$ cat config.mk
export PLATFORM = sky130hd
export DESIGN_NAME = imu_ti_ctrl
export DESIGN_NICKNAME = d
export VERILOG_FILES = /design/src/rtl/core/imu_ti_pkg.sv /design/src/rtl/core/imu_ti_ctrl.sv
export SDC_FILE = /design/constraint.sdc
export NUM_CORES = 1
export LEC_CHECK = 0
export ABC_AREA = 0
export BUFFER_PORTS_ARGS = -buffer_cell sky130_fd_sc_hd__buf_2
export CAP_MARGIN = 20
export CORE_AREA = 2 2 39 41
export CTS_CLUSTER_SIZE = 28
export DETAILED_ROUTE_END_ITERATION = 6
export DIE_AREA = 0 0 41 43
export SYNTH_ARGS = -nofsm -noshare
export SYNTH_HDL_FRONTEND = slang
export SYNTH_SLANG_ARGS = --single-unit
$ cat constraint.sdc
create_clock -name i_clk -period 3.03 [get_ports i_clk]
set_input_delay 0.1515 -clock i_clk [delete_from_list [all_inputs] [get_ports i_clk]]
set_output_delay 0.1515 -clock i_clk [all_outputs]
set_load 0.05 [all_outputs]
$ cat src/rtl/core/imu_ti_pkg.sv
package imu_ti_pkg;

    localparam int STAMP_W = 32;
    localparam int TICK_W  = 32;
    localparam int PROD_W  = STAMP_W + TICK_W;
    localparam int AXES    = 3;

    localparam logic [TICK_W-1:0] TICK_RESET = 32'd4294967;

    typedef enum logic [1:0] {
        OP_SAMPLE = 2'd0,
        OP_RESET  = 2'd1,
        OP_ZERO   = 2'd2,
        OP_OFFSET = 2'd3
    } t_op;

    typedef enum logic [2:0] {
        S_IDLE,
        S_PROD,
        S_SUM,
        S_HI,
        S_LO,
        S_DELTA,
        S_ADD,
        S_LOAD
    } t_state;

    typedef struct packed {
        logic       take;
        logic       prod;
        logic       sum;
        logic       hi;
        logic       lo;
        logic       delta;
        logic       add;
        logic       load;
        logic [1:0] axis;
        logic       kind;
    } t_cmd;

    typedef struct packed {
        logic primed;
    } t_status;

endpackage

$ cat src/rtl/core/imu_ti_ctrl.sv
module imu_ti_ctrl
    import imu_ti_pkg::*;
(
    input  logic       i_clk,
    input  logic       i_rst_n,
    input  logic       i_in_valid,
    input  logic [1:0] i_in_op,
    input  logic       i_out_ready,
    input  t_status    i_status,
    output logic       o_in_ready,
    output logic       o_out_valid,
    output t_cmd       o_cmd
);

    t_state     r_state, n_state;
    logic [1:0] r_axis, n_axis;
    logic       r_kind, n_kind;
    logic       r_out_valid, n_out_valid;

    always_ff @(posedge i_clk) begin
        if (!i_rst_n) begin
            r_state     <= S_IDLE;
            r_axis      <= '0;
            r_kind      <= 1'b0;
            r_out_valid <= 1'b0;
        end else begin
            r_state     <= n_state;
            r_axis      <= n_axis;
            r_kind      <= n_kind;
            r_out_valid <= n_out_valid;
        end
    end

    always_comb begin
        n_state    = r_state;
        n_axis     = r_axis;
        n_kind     = r_kind;
        o_cmd      = '0;
        o_cmd.axis = r_axis;
        o_cmd.kind = r_kind;
        o_in_ready = 1'b0;
        unique case (r_state)
            S_IDLE: begin
                o_in_ready = i_rst_n;
                if (i_in_valid && i_rst_n) begin
                    o_cmd.take = 1'b1;
                    if (t_op'(i_in_op) == OP_SAMPLE && i_status.primed) begin
                        n_state = S_PROD;
                    end else begin
                        n_state = S_LOAD;
                    end
                end
            end
            S_PROD: begin
                o_cmd.prod = 1'b1;
                n_axis     = '0;
                n_kind     = 1'b0;
                n_state    = S_SUM;
            end
            S_SUM: begin
                o_cmd.sum = 1'b1;
                n_state   = S_HI;
            end
            S_HI: begin
                o_cmd.hi = 1'b1;
                n_state  = S_LO;
            end
            S_LO: begin
                o_cmd.lo = 1'b1;
                n_state  = S_DELTA;
            end
            S_DELTA: begin
                o_cmd.delta = 1'b1;
                n_state     = S_ADD;
            end
            S_ADD: begin
                o_cmd.add = 1'b1;
                if (r_axis == 2'd2) begin
                    n_axis = '0;
                    if (r_kind) begin
                        n_state = S_LOAD;
                    end else begin
                        n_kind  = 1'b1;
                        n_state = S_SUM;
                    end
                end else begin
                    n_axis  = r_axis + 2'd1;
                    n_state = S_SUM;
                end
            end
            S_LOAD: begin
                if (!r_out_valid || i_out_ready) begin
                    o_cmd.load = 1'b1;
                    n_state    = S_IDLE;
                end
            end
            default: n_state = S_IDLE;
        endcase
    end

    always_comb begin
        if (o_cmd.load) begin
            n_out_valid = 1'b1;
        end else if (i_out_ready) begin
            n_out_valid = 1'b0;
        end else begin
            n_out_valid = r_out_valid;
        end
    end

    assign o_out_valid = r_out_valid;

endmodule

==> results.py, run 1 <==
metrics = {
    "timing": {
        "skew_ns": 0.000381,
        "finalSetupViolations": 0,
        "period_needed_ns": 1.69,
        "fin_tns_setup_ns": 0,
        "hold_viol": 0,
        "rsz0062_at_grt": "false",
        "worstMarginPinSlew_ns": 0.602,
        "max_slew_margin": 0.594,
        "fmax_mhz": 591,
        "holdWs_ns": 0.179,
        "timing_max_transition_violations_final": 0,
        "fin_ws_ns": 1.34,
        "period_share": 0.558,
    },
    "global_routing": {
        "overflow": 0,
        "grt_pass1_wl_um": 1430,
        "antenna_found_initial": 0,
        "grt_pass1_vias": 333,
        "track_usage": 0.118,
        "grt_max_degree": 13,
    },
    "hold_path": {
        "hp-class": "in -> reg",
    },
    "synth": {
        "synth-seq-area-share": 0.310,
        "syn_nets": 59,
        "syn_inst": 52,
        "synth_area_sq_um": 452,
        "yosysUniqueCellTypes": 31,
        "ys_seq_elements": 7,
        "ys_warn_count": 0,
        "synth_area_per_cell_sq_um": 8.69,
    },
    "cts": {
        "insertion_delay_ns": 0.25,
        "cts_tree": "built",
        "clk_pin_slew_worst_paths_ns": 0.06,
        "ctsResizeCount": 0,
        "cts_max_path_buffers": 2,
        "cts_max_level": 1,
        "cts_root_buf": "clkbuf_4",
        "cts_sinks": 7,
        "postCtsSetupRepairBufs": 0,
        "hold_buffers": 0,
        "numCtsBuffers": 3,
    },
    "detailed_routing": {
        "drt_iter0_markers": 4,
        "vias_per_cell": 4.82,
        "drt.antenna.violating_nets": 0,
        "wl_per_cell_um": 10.0,
        "drc": 0,
        "wirelength_um": 854,
        "drt_pass1_iterations": 4,
        "vias": 410,
    },
    "placed_design": {
        "io_buffer_count": 19,
        "dp_hpwl_um": 654,
        "routabilityCongestion": 0.768,
        "detailedPlace.worstSlack_ns": 1.62,
    },
    "critical_path": {
        "cp_max_fo": 12,
        "path_cells": "or3b_4, inv_1, buf_2",
        "critPathBufInv": 2,
        "slowest_stage": "dfxtp_1",
        "critical_path_class": "reg -> out",
        "critPathTopFamily": "flip-flops",
        "cpPeakStageDelay_ns": 0.53,
        "r2r-end": "r_state[2]",
        "cp-startpoint": "r_state[0]",
        "reg2reg_from": "r_state[1]",
        "worstSetupStartpointType": "flip-flop",
        "end_kind": "primary output",
        "critical_path_depth": 3,
        "worst_ep_arrival_time_ns": 1.54,
        "rrSetupSlack_ns": 1.72,
        "required_ns": 2.88,
        "worstRegToRegCells": 2,
        "cp-endpoint": "o_cmd[9]",
    },
    "layout": {
        "multi_input_area_sq_um": 250,
        "fill_cells": 141,
        "areaGrowthSynthToFinish_pct": 21.1,
        "diodes": 0,
        "seq_area_sq_um": 140,
        "final_cell_mix": "buf_2 (19), dfxtp_1 (7), inv_1 (4), nand2_1 (3), clkbuf_4 (3)",
        "layout-drive-gt1-share": 0.406,
        "nets": 77,
        "layout_commonest_cell": "buf_2",
    },
    "run": {
        "max-cap-violations": 0,
    },
    "floorplanning": {
        "dieArea_sq_um": 1760,
        "ios": 20,
        "rows": 14,
        "initial_utilization": 0.326,
        "fp.dieH_um": 43,
        "coreArea_sq_um": 1380,
        "die_w_um": 41,
    },
    "power_and_ir_drop": {
        "vdd_drop_max_v": 0.000252,
        "pwr_density_cell_nw_per_um2": 964,
        "power.total_uw": 527,
        "power_leakage_nw": 0.291,
    },
    "outcome": {
        "outcome": "finished clean",
    },
}
[layer usage]
| layer | vias up | part of all wire | track usage |
|---|---|---|---|
| met2 | 8 | 0.46 | 0.141 |
| li1 | 216 | - | - |
| met4 | 0 | 0.0094 | 0.0600 |
| met3 | 3 | 0.044 | 0.0471 |
| met5 | - | 0 | 0 |
| met1 | 183 | 0.49 | 0.177 |
[cells in the mapped netlist (all sizes together)]
| library cell | count | area (sq um) |
|---|---|---|
| a21boi | 3 | 22.5 |
| or2 | 1 | 6.26 |
| nand3 | 2 | 10.0 |
| nor4bb | 1 | 10.0 |
| or3b | 4 | 37.5 |
| and3 | 3 | 20.0 |
| or3 | 1 | 6.26 |
| buf | 6 | 46.3 |
| and2 | 1 | 6.26 |
| o21ai | 1 | 5.00 |
| nand3b | 2 | 27.5 |
| nor2b | 2 | 12.5 |
| a31o | 1 | 8.76 |
| inv | 4 | 15.0 |
| nor3b | 1 | 7.51 |
| a31oi | 1 | 6.26 |
| a21oi | 2 | 10.0 |
| dfxtp | 7 | 140 |
| xnor2 | 1 | 8.76 |
| o21a | 1 | 7.51 |
| o41ai | 1 | 8.76 |
| nand2 | 3 | 11.3 |
| nor3 | 2 | 10.0 |
| a22oi | 1 | 7.51 |
[power by group]
group	switching (mW)	total (mW)	internal, mW
combinational	0.185	0.272	0.0872
sequential	0.0540	0.167	0.113
clock	0.0377	0.0882	0.0505
total	0.276	0.527	0.250
[cells by family after synthesis]
kind of cell	share of synthesized area
AO/OA/AOI/OAI	0.169
XOR/XNOR	0.0194
buffers and inverters	0.136
flip-flops	0.310
AND/OR/NAND/NOR	0.366
[state kept, by name (all words and copies together) (netlist names)]
register     count
r_kind           1
r_axis           2
r_state          3
o_out_valid      1
[how the worst min path moves through the flow]
stage,start,endpoint,slack [ns],depth (start not counted)
floorplan,i_rst_n,o_out_valid,0.27,1
global placement,i_rst_n,o_out_valid,0.45,2
CTS,i_rst_n,o_out_valid,0.18,2
global route,i_rst_n,o_out_valid,0.17,2
finish,i_rst_n,o_out_valid,0.18,2
detailed placement,i_rst_n,o_out_valid,0.45,2
[metrics by stage]
| step | cells | util | cell area [sq um] |
|---|---|---|---|
| 3_3_place_gp | 81 | 0.376 | 520 |
| 5_1_grt | 85 | 0.395 | 547 |
| 2_1_floorplan | 52 | - | 452 |
| 6_report | 85 | 0.395 | 547 |
| 4_1_cts | 85 | 0.395 | 547 |
| 3_5_place_dp | 81 | 0.376 | 520 |
[cell type report]
type	count	share of cell area
Clock buffer	4	0.0481
Inverter	4	0.0275
Multi-Input combinational cell	35	0.458
Sequential cell	7	0.256
Tap cell	16	0.0366
Timing Repair Buffer	19	0.174
Power figures use the tool's default switching activity.
==> run 2: changes to the inputs <==
- clock period: 3.03 -> 1.56 ns (I/O delays scaled with it)
==> results.py, run 2 (same netlist as run 1, synthesis figures left out) <==
metrics = {
    "timing": {
        "rsz0062_at_grt": "false",
        "period_needed_ns": 1.45,
        "timing_max_transition_violations_final": 0,
        "max_slew_margin": 0.647,
        "fmax_mhz": 689,
        "finalSetupViolations": 0,
        "period_share": 0.930,
        "fin_tns_setup_ns": 0,
        "hold_viol": 0,
        "worstMarginPinSlew_ns": 0.522,
        "skew_ns": 0.00386,
    },
    "cts": {
        "clk_pin_slew_worst_paths_ns": 0.06,
        "cts_tree": "built",
        "cts_root_buf": "clkbuf_4",
        "cts_sinks": 7,
        "cts_max_level": 1,
        "insertion_delay_ns": 0.25,
        "cts_max_path_buffers": 2,
        "numCtsBuffers": 3,
        "postCtsSetupRepairBufs": 0,
        "hold_buffers": 0,
    },
    "critical_path": {
        "end_kind": "primary output",
        "worst_ep_arrival_time_ns": 1.37,
        "cp_max_fo": 9,
        "required_ns": 1.48,
        "worstSetupStartpointType": "flip-flop",
        "critical_path_class": "reg -> out",
    },
    "layout": {
        "diodes": 0,
        "layout-drive-gt1-share": 0.486,
        "layout_commonest_cell": "buf_2",
        "regMostFlops": "r_state",
        "areaGrowthSynthToFinish_pct": 25.8,
        "nets": 78,
        "reg_top3": "r_state: 3 flops, r_axis: 2 flops",
        "fill_cells": 139,
        "final_cell_mix": "buf_2 (19), inv_1 (4), dfxtp_1 (4)",
        "largest_register_ff_count": 3,
    },
    "hold_path": {
        "hp-class": "in -> reg",
    },
    "detailed_routing": {
        "vias": 412,
        "drt.antenna.violating_nets": 0,
        "wl_per_cell_um": 10.2,
        "wirelength_um": 874,
        "drt_pass1_iterations": 4,
        "drt_iter0_markers": 5,
        "drc": 0,
        "vias_per_cell": 4.79,
    },
    "global_routing": {
        "antenna_found_initial": 0,
        "track_usage": 0.121,
        "grt_pass1_wl_um": 1520,
        "grt_max_degree": 12,
        "overflow": 0,
        "grt_pass1_vias": 356,
    },
    "power_and_ir_drop": {
        "switching_share": 0.513,
        "power.total_mw": 1.05,
        "pwr_density_cell_nw_per_um2": 1860,
        "power_leakage_nw": 0.300,
        "seqPwrFrac": 0.312,
        "comb_power_share": 0.530,
        "p_clk_frac": 0.158,
        "vdd_drop_max_v": 0.000607,
        "power.switching_uw": 541,
        "internal-power_uw": 513,
    },
    "floorplanning": {
        "fp.dieH_um": 43,
        "ios": 20,
        "dieArea_sq_um": 1760,
        "initial_utilization": 0.326,
        "die_w_um": 41,
        "coreArea_sq_um": 1380,
        "rows": 14,
    },
    "placed_design": {
        "dp_hpwl_um": 686,
        "routabilityCongestion": 0.767,
        "io_buffer_count": 19,
    },
    "run": {
        "max-cap-violations": 0,
    },
    "outcome": {
        "outcome": "finished clean",
    },
}
[run 2: power by group through the flow]
stage | Combinational [mW] | Clock, mW | Sequential [mW]
6_report | 0.559 | 0.166 | 0.329
5_1_grt | 0.598 | 0.189 | 0.347
4_1_cts | 0.563 | 0.172 | 0.326
3_5_place_dp | 0.561 | 0 | 0.323
3_3_place_gp | 0.563 | 0 | 0.321
2_1_floorplan | 0.552 | 0 | 0.266
[run 2: timing repair]
| item | CTS | global route |
|---|---|---|
| hold endpoints to repair | 0 | 0 |
| endpoints found under the setup margin | 1 | 2 |
| gates resized for setup | 2 | 1 |
| cloned | 0 | 0 |
[run 2: final timing paths]
kind | startpoint | to | slack (ns) | depth (start not counted)
worst max-delay path | r_state[0] | o_cmd[9] | 0.11 | 3
worst min-delay path | i_rst_n | o_out_valid | 0.11 | 2
worst max register to register | r_state[1] | r_state[0] | 0.39 | 2
worst min register to register | r_kind | r_kind | 0.48 | 2
[run 2: layout make-up]
type	instances	area [sq um]	share of cell area
sequential	7	144	0.253
inverter	4	15.0	0.0264
multi-input combinational	35	260	0.458
timing repair buffer	20	103	0.181
clock buffer	4	26.3	0.0463
tap	16	20.0	0.0352
[run 2: per-stage QoR]
step                      setup WS [ns]  instance area [sq um]   util  hold slack, ns  std cells
final                             0.109                    568  0.410           0.114         86
after global routing             0.0347                    568  0.410           0.130         86
after CTS                        0.0154                    567  0.410           0.113         86
after detailed placement          0.259                    538  0.389           0.378         82
after global placement            0.278                    538  0.389           0.379         82
after floorplan                   0.279                    462      -           0.195         52
[run 2: critical path, cell delays in order, from the launching register on]
cell and delay [ns]:
dfxtp_2 0.40, or3b_4 0.42, inv_1 0.06, buf_2 0.25
[run 2: routing by layer]
metal / vias up / part of all wire / GRT usage
met2: 7 / 0.46 / 0.156
met5: - / 0 / 0
li1: 222 / - / -
met1: 183 / 0.51 / 0.190
met3: 0 / 0.023 / 0.0314
met4: 0 / 0 / 0.0400
==> run 3: changes to the inputs <==
- CTS_CLUSTER_DIAMETER: default -> 50
- clock period: 1.56 -> 1.75 ns (I/O delays scaled with it)
==> results.py, run 3 (same netlist as run 1, synthesis figures left out) <==
metrics = {
    "layout": {
        "reg_top3": "r_state: 3 flops, r_axis: 2 flops",
        "layout_commonest_cell": "buf_2",
        "fill_cells": 151,
        "regMostFlops": "r_state",
        "nets": 77,
        "final_cell_mix": "buf_2 (19), dfxtp_1 (6), inv_1 (4), nand2_1 (3), clkbuf_4 (3)",
        "areaGrowthSynthToFinish_pct": 22.4,
        "final_area_sq_um": 553,
        "largest_register_ff_count": 3,
        "instances_no_fill": 85,
        "diodes": 0,
        "seq_area_sq_um": 141,
        "layout-drive-gt1-share": 0.435,
        "multi_input_area_sq_um": 255,
    },
    "cts": {
        "insertion_delay_ns": 0.26,
        "cts_max_level": 1,
        "cts_max_path_buffers": 2,
        "numCtsBuffers": 3,
        "hold_buffers": 0,
        "cts_sinks": 7,
        "cts_tree": "built",
        "clk_pin_slew_worst_paths_ns": 0.06,
        "cts_root_buf": "clkbuf_4",
    },
    "timing": {
        "skew_ns": 0.00348,
        "period_share": 0.917,
        "rsz0062_at_grt": "false",
        "fin_ws_ns": 0.146,
        "period_needed_ns": 1.60,
        "worstMarginPinSlew_ns": 0.552,
        "fmax_mhz": 623,
        "fin_tns_setup_ns": 0,
        "finalSetupViolations": 0,
        "timing_max_transition_violations_final": 0,
        "hold_viol": 0,
        "max_slew_margin": 0.627,
    },
    "placed_design": {
        "dp_hpwl_um": 665,
        "io_buffer_count": 19,
        "place_area_sq_um": 526,
        "routabilityCongestion": 0.764,
        "dp.cells": 81,
        "detailedPlace.worstSlack_ns": 0.378,
    },
    "detailed_routing": {
        "drt_iter0_markers": 6,
        "drt.antenna.violating_nets": 0,
        "drt_pass1_iterations": 4,
        "vias_per_cell": 4.87,
        "drc": 0,
        "wl_per_cell_um": 10.8,
        "wirelength_um": 919,
        "vias": 414,
    },
    "critical_path": {
        "path_cells": "and3_2, nor2b_1, buf_2",
        "required_ns": 1.66,
        "critical_path_class": "reg -> out",
        "worstSetupStartpointType": "flip-flop",
        "slowest_stage": "dfxtp_1",
        "end_kind": "primary output",
        "cpPeakStageDelay_ns": 0.56,
        "worst_ep_arrival_time_ns": 1.52,
        "cp_max_fo": 10,
    },
    "power_and_ir_drop": {
        "pwr_density_cell_nw_per_um2": 1670,
        "vdd_drop_max_v": 0.000546,
        "power.switching_uw": 485,
        "power.total_uw": 924,
        "comb_power_share": 0.511,
        "switching_share": 0.525,
        "seqPwrFrac": 0.321,
        "power_leakage_nw": 0.293,
        "p_clk_frac": 0.168,
        "internal-power_uw": 439,
    },
    "global_routing": {
        "grt_max_degree": 13,
        "busiest_layer": "met1",
        "track_usage": 0.129,
        "antenna_found_initial": 0,
        "overflow": 0,
        "grt_pass1_wl_um": 1520,
        "globalRouteMet2Util": 0.166,
        "use_met3": 0.0785,
        "grt_pass1_vias": 364,
        "met1_usage": 0.174,
    },
    "outcome": {
        "outcome": "finished clean",
    },
    "floorplanning": {
        "coreArea_sq_um": 1380,
        "rows": 14,
        "initial_utilization": 0.326,
        "ios": 20,
        "fp.dieH_um": 43,
        "dieArea_sq_um": 1760,
        "die_w_um": 41,
    },
    "run": {
        "max-cap-violations": 0,
    },
    "hold_path": {
        "hp-class": "in -> reg",
    },
}
==> run 3: cell types whose count changed in the layout (fill, tap and decap cells not counted), sizes merged <==
cell,before,now
buf,20,19
==> run 3: final timing paths <==
check	cells after the start	endpoint	start	slack (ns)
hold reg to reg	2	r_kind	r_kind	0.49
setup / recovery	3	o_cmd[3]	r_state[1]	0.15
hold / removal	2	o_out_valid	i_rst_n	0.11
setup reg to reg	3	r_axis[0]	r_state[1]	0.44
==> run 3: layout make-up <==
class | instances | area share
Tap cell | 16 | 0.0362
Sequential cell | 7 | 0.256
Timing Repair Buffer | 19 | 0.172
Multi-Input combinational cell | 35 | 0.462
Clock buffer | 4 | 0.0475
Inverter | 4 | 0.0271
==> run 3: power groups by stage <==
stage	clock network (mW)	logic, mW	registers, mW
2_1_floorplan	0	0.484	0.237
3_3_place_gp	0	0.472	0.294
3_5_place_dp	0	0.473	0.296
4_1_cts	0.165	0.474	0.292
5_1_grt	0.175	0.500	0.312
6_report	0.155	0.472	0.297
==> run 3: metal layers <==
layer,share of wire,wire length [um],up-vias
met5,0,0,-
met3,0.044,40,0
met4,0,0,0
met2,0.47,428,7
li1,-,-,216
met1,0.49,450,191
==> run 3: per-stage QoR <==
step	hold WS [ns]	utilization
after floorplan	0.205	-
after global placement	0.385	0.380
after detailed placement	0.386	0.380
after CTS	0.103	0.399
after global routing	0.109	0.400
final	0.110	0.400
==> run 3: what timing repair did <==
item	in CTS	in global routing
setup buffers	0	0
endpoints found under the setup margin	0	1
gates resized for setup	0	1
==> run 3: critical path, delay by kind of cell, from the launching register on <==
family | cells | cell delay, ns
simple gates | 2 | 0.42
flops | 1 | 0.56
buf+inv | 1 | 0.26
